<file path="config.mk">
export PLATFORM = sky130hd
export DESIGN_NAME = gbs_ctrl
export DESIGN_NICKNAME = d
export VERILOG_FILES = /design/src/rtl/core/gbs_pkg.sv /design/src/rtl/core/gbs_ctrl.sv
export SDC_FILE = /design/constraint.sdc
export NUM_CORES = 1
export LEC_CHECK = 0
export BUFFER_PORTS_ARGS = -buffer_cell sky130_fd_sc_hd__buf_2
export CELL_PAD_IN_SITES_DETAIL_PLACEMENT = 1
export CELL_PAD_IN_SITES_GLOBAL_PLACEMENT = 2
export CORE_MARGIN = 3
export CORE_UTILIZATION = 23
export DETAILED_ROUTE_END_ITERATION = 12
export PLACE_DENSITY = 0.8
export SETUP_SLACK_MARGIN = 0.2
export SYNTH_ARGS = -nofsm -noshare
export SYNTH_HDL_FRONTEND = slang
export SYNTH_SLANG_ARGS = --single-unit
</file>
<file path="constraint.sdc">
create_clock -name clk -period 1.3 [get_ports clk]
set_input_delay 0 -clock clk [delete_from_list [all_inputs] [get_ports clk]]
set_output_delay 0 -clock clk [all_outputs]
set_load 0.05 [all_outputs]
</file>
<file path="src/rtl/core/gbs_pkg.sv">
// shared types and constants for greedy box suppression
`default_nettype none
package gbs_pkg;

  localparam int MAX_BOXES = 64;
  localparam int IDX_W     = $clog2(MAX_BOXES);
  localparam int CNT_W     = $clog2(MAX_BOXES + 1);
  localparam int COORD_W   = 12;
  localparam int SCORE_W   = 16;
  localparam int OVL_W     = 17;
  localparam logic [OVL_W-1:0] RESET_OVERLAP = 17'd19661;

  typedef struct packed {
    logic [SCORE_W-1:0] score;
    logic [COORD_W-1:0] h;
    logic [COORD_W-1:0] w;
    logic [COORD_W-1:0] y;
    logic [COORD_W-1:0] x;
  } box_t;

  localparam int BOX_W = $bits(box_t);

  typedef struct packed {
    logic load;
    logic scan_issue;
    logic swap;
    logic filt_issue;
    logic emit_done;
  } cmd_t;

  typedef struct packed {
    logic scan_more;
    logic filt_more;
    logic busy;
    logic good_zero;
  } status_t;

endpackage
`default_nettype wire

</file>
<file path="src/rtl/core/gbs_ctrl.sv">
// controller state machine for load, scan, swap, filter, drain and emit
`default_nettype none
module gbs_ctrl (
  input  wire logic             clk,
  input  wire logic             rst_n,
  input  wire logic             in_tvalid,
  input  wire logic             in_tlast,
  output logic                  in_tready,
  output logic                  out_tvalid,
  input  wire logic             out_tready,
  input  wire gbs_pkg::status_t status,
  output gbs_pkg::cmd_t         cmd
);
  import gbs_pkg::*;

  typedef enum logic [5:0] {
    ST_LOAD  = 6'b000001,
    ST_SCAN  = 6'b000010,
    ST_SWAP  = 6'b000100,
    ST_FILT  = 6'b001000,
    ST_DRAIN = 6'b010000,
    ST_EMIT  = 6'b100000
  } state_t;

  state_t state_r, state_nxt;

  always_comb begin
    state_nxt  = state_r;
    cmd        = '0;
    in_tready  = 1'b0;
    out_tvalid = 1'b0;
    unique case (state_r)
      ST_LOAD: begin
        in_tready = 1'b1;
        if (in_tvalid) begin
          cmd.load = 1'b1;
          if (in_tlast) begin
            state_nxt = ST_SCAN;
          end
        end
      end
      ST_SCAN: begin
        if (status.scan_more) begin
          cmd.scan_issue = 1'b1;
        end else begin
          state_nxt = ST_SWAP;
        end
      end
      ST_SWAP: begin
        cmd.swap  = 1'b1;
        state_nxt = ST_FILT;
      end
      ST_FILT: begin
        if (status.filt_more) begin
          cmd.filt_issue = 1'b1;
        end else begin
          state_nxt = ST_DRAIN;
        end
      end
      ST_DRAIN: begin
        if (!status.busy) begin
          state_nxt = ST_EMIT;
        end
      end
      ST_EMIT: begin
        out_tvalid = 1'b1;
        if (out_tready) begin
          cmd.emit_done = 1'b1;
          state_nxt     = status.good_zero ? ST_LOAD : ST_SCAN;
        end
      end
      default: state_nxt = ST_LOAD;
    endcase
  end

  always_ff @(posedge clk) begin
    if (!rst_n) begin
      state_r <= ST_LOAD;
    end else begin
      state_r <= state_nxt;
    end
  end

endmodule
`default_nettype wire

</file>
==> flow_summary.toml <==
[synth]
netlist_instances = 54
synth_ff_type = "dfxtp_1"
synth_area_leader_cell = "dfxtp_1"
ys_seq_area_frac = 0.264
synth-seq-cells = 6
synth_edf_count = 0
netlist.area_leader.share = 0.264
synth.avg_cell_area_sq_um = 8.41
synth-warning-count = 0
synth_async_sr_flop_share = 0
ys_top_cells_by_area = "dfxtp_1, and2_1, nor2b_1"
syn-num-nets = 63
syn_area_sq_um = 454
ys_types = 35

[global_routing]
grt_pass1_vias = 591
grt_use_total = 0.129
antenna_found_initial = 0
grt_max_degree = 9
grt_first_pass_wirelength_microns = 2540
grt.overflow.total = 0

[finish]
drive_gt1_frac = 0.684
final_util = 0.507
stdcell_area_sq_um = 913
syn_to_final_growth_pct = 101
n_antenna_cell = 0
reg_top3 = "state_r x6"
largest_reg_flops = 6
fillCellCount = 215
nets = 106
top_register = "state_r"

[worst_setup_path]
critPathKind = "reg -> out"
crit_start = "state_r[2]"
crit_path_start_kind = "flip-flop"
crit_slowest_cell = "or4_4"
crit_chain = "or4_4, nor3b_4, and2_4, buf_8"
endpoint_kind = "primary output"
rr_startpoint = "state_r[2]"
reg2regPathDepth = 5
cp_data_required_time_ns = 1.30
crit_fanout = 2
crit_end = "cmd[0]"
r2r-end = "state_r[4]"
max_stage_delay_ns = 0.56
rrSetupSlack_ns = -0.30
cp_data_arrival_time_ns = 1.64

[clock_tree]
clock_sinks = 6
clkTransAtPathRegs_ns = 0.05
cts-root-buf = "clkbuf_4"
h-tree-depth = 1
clockBufferDepth = 2
insertion_delay_ns = 0.24
cts_tree = "yes"
cts_buffers = 3
cts_hold_buf = 0

[floorplan]
die_w_microns = 50.4
die_y_microns = 50.4
start_util = 0.252
rows = 15
core_area_sq_um = 1800
dieArea_sq_um = 2540
ios = 16

[sta]
worst_slew_pin_slew_ns = 0.400
slew_viol_final = 0
slew_headroom = 0.731
final_hold_viol_count = 0
period_share = 1.26
grt_setup_unrepaired = "true"
setup_viol = 12
layout_setup_ws_ns = -0.336
skew_ns = 0.00304
min_period_ns = 1.64
fmax_ghz = 0.611

[routing]
wl_met1_microns = 676
ant_nets = 0
dr_total_vias = 589
vias_per_cell = 4.91
route.met3.wl_microns = 102
drt_iter0_drc = 14
route.detailed.drc = 0
avgRoutedWirePerCell_microns = 15.0
top_layer_used = "met3"
wirelength_microns = 1800
wl_met2_microns = 1020
dr.pass1.iters = 4

[power]
cellPowerDensity_nw_per_um2 = 658
leakagePower_nw = 0.394
peakVddDrop_v = 0.000494

[placed_design]
gp_congestion = 0.807
dp_hpwl_microns = 1130
placed_area_sq_um = 674
port_buffers = 15

[flow_run]
drv_cap = 0

[status]
violations = "setup timing"
run_status = "finished, violations left"

[min_path]
hold_path.class = "in -> reg"
## stage by stage
| stage | setup slack (ns) | hold WS, ns | TNS, ns | power [mW] | instances |
|---|---|---|---|---|---|
| CTS | -0.327 | 0.0201 | -2.13 | 0.574 | 113 |
| global route | -0.380 | 0.0332 | -3.12 | 0.632 | 120 |
| detailed placement | -0.190 | 0.287 | -0.968 | 0.349 | 104 |
| finish | -0.336 | 0.0242 | -2.48 | 0.601 | 120 |
| global placement | -0.177 | 0.266 | -0.795 | 0.347 | 104 |
| floorplan | -0.523 | 0.0786 | -1.48 | 0.298 | 54 |
## placed cells by master (no fill, tap or decap), types with 2 or more instances in the layout
cell type	count
nor3_1	2
nor2b_1	3
dfxtp_1	2
nand3_1	2
and2_4	3
clkbuf_4	3
buf_4	20
buf_8	7
nand2_1	3
buf_2	8
dfxtp_2	4
o21ai_0	3
nor2_1	3
buf_6	5
## report_power, final
group	internal (mW)	switching [mW]	leakage, nW	total [mW]
clock	0.104	0.0670	0.0138	0.171
sequential	0.190	0.00360	0.0507	0.194
combinational	0.123	0.113	0.329	0.235
total	0.417	0.183	0.394	0.601
## worst max-delay path: cells and delay by family, from the launching register on
kind,cells,cell delay (ns)
and+or+nand+nor,3,0.94
DFF,1,0.32
buffers and inverters,1,0.13
## Yosys cell counts, types with 2 or more instances
cell type	number
and2_1	3
o21ai_0	3
nand2_1	4
nor2_1	3
dfxtp_1	6
nand3_1	3
nor3_1	2
nor2b_1	3
## worst min path at each step
stage | start | to | slack, ns | cells after the start
6_report | rst_n | state_r[0] | 0.02 | 2
2_1_floorplan | rst_n | state_r[0] | 0.08 | 1
3_3_place_gp | status[2] | state_r[3] | 0.27 | 3
4_1_cts | rst_n | state_r[0] | 0.02 | 2
5_1_grt | rst_n | state_r[0] | 0.03 | 2
3_5_place_dp | rst_n | state_r[0] | 0.29 | 2
## routing by layer
metal | track usage | up-vias
met5 | 0 | -
li1 | - | 283
met2 | 0.246 | 20
met1 | 0.144 | 286
met4 | 0.0135 | 0
met3 | 0.0386 | 0
## what timing repair did
| action | in CTS | in global routing |
|---|---|---|
| endpoints found under the setup margin | 13 | 13 |
| pin swaps | 8 | 7 |
| resized for setup | 25 | 10 |
| setup buffers | 6 | 7 |
## layout make-up
cell class / instances / area [sq um] / area share
Tap cell: 25 / 31.3 / 0.0342
Clock buffer: 3 / 22.5 / 0.0247
Inverter: 1 / 7.51 / 0.00822
Sequential cell: 6 / 125 / 0.137
Timing Repair Buffer: 41 / 372 / 0.407
Multi-Input combinational cell: 44 / 355 / 0.389
## cell families (layout without fill, tap and decap cells)
logic type / count (synthesis) / after routing / share of synthesized area
AND/OR/NAND/NOR: 33 / 33 / 0.501
XOR/XNOR: 1 / 1 / 0.0193
multiplexers: 1 / 1 / 0.0220
buffers and inverters: 4 / 45 / 0.0606
AO/OA/AOI/OAI: 9 / 9 / 0.132
flip-flops: 6 / 6 / 0.264
(Power assumes the default switching activity.)
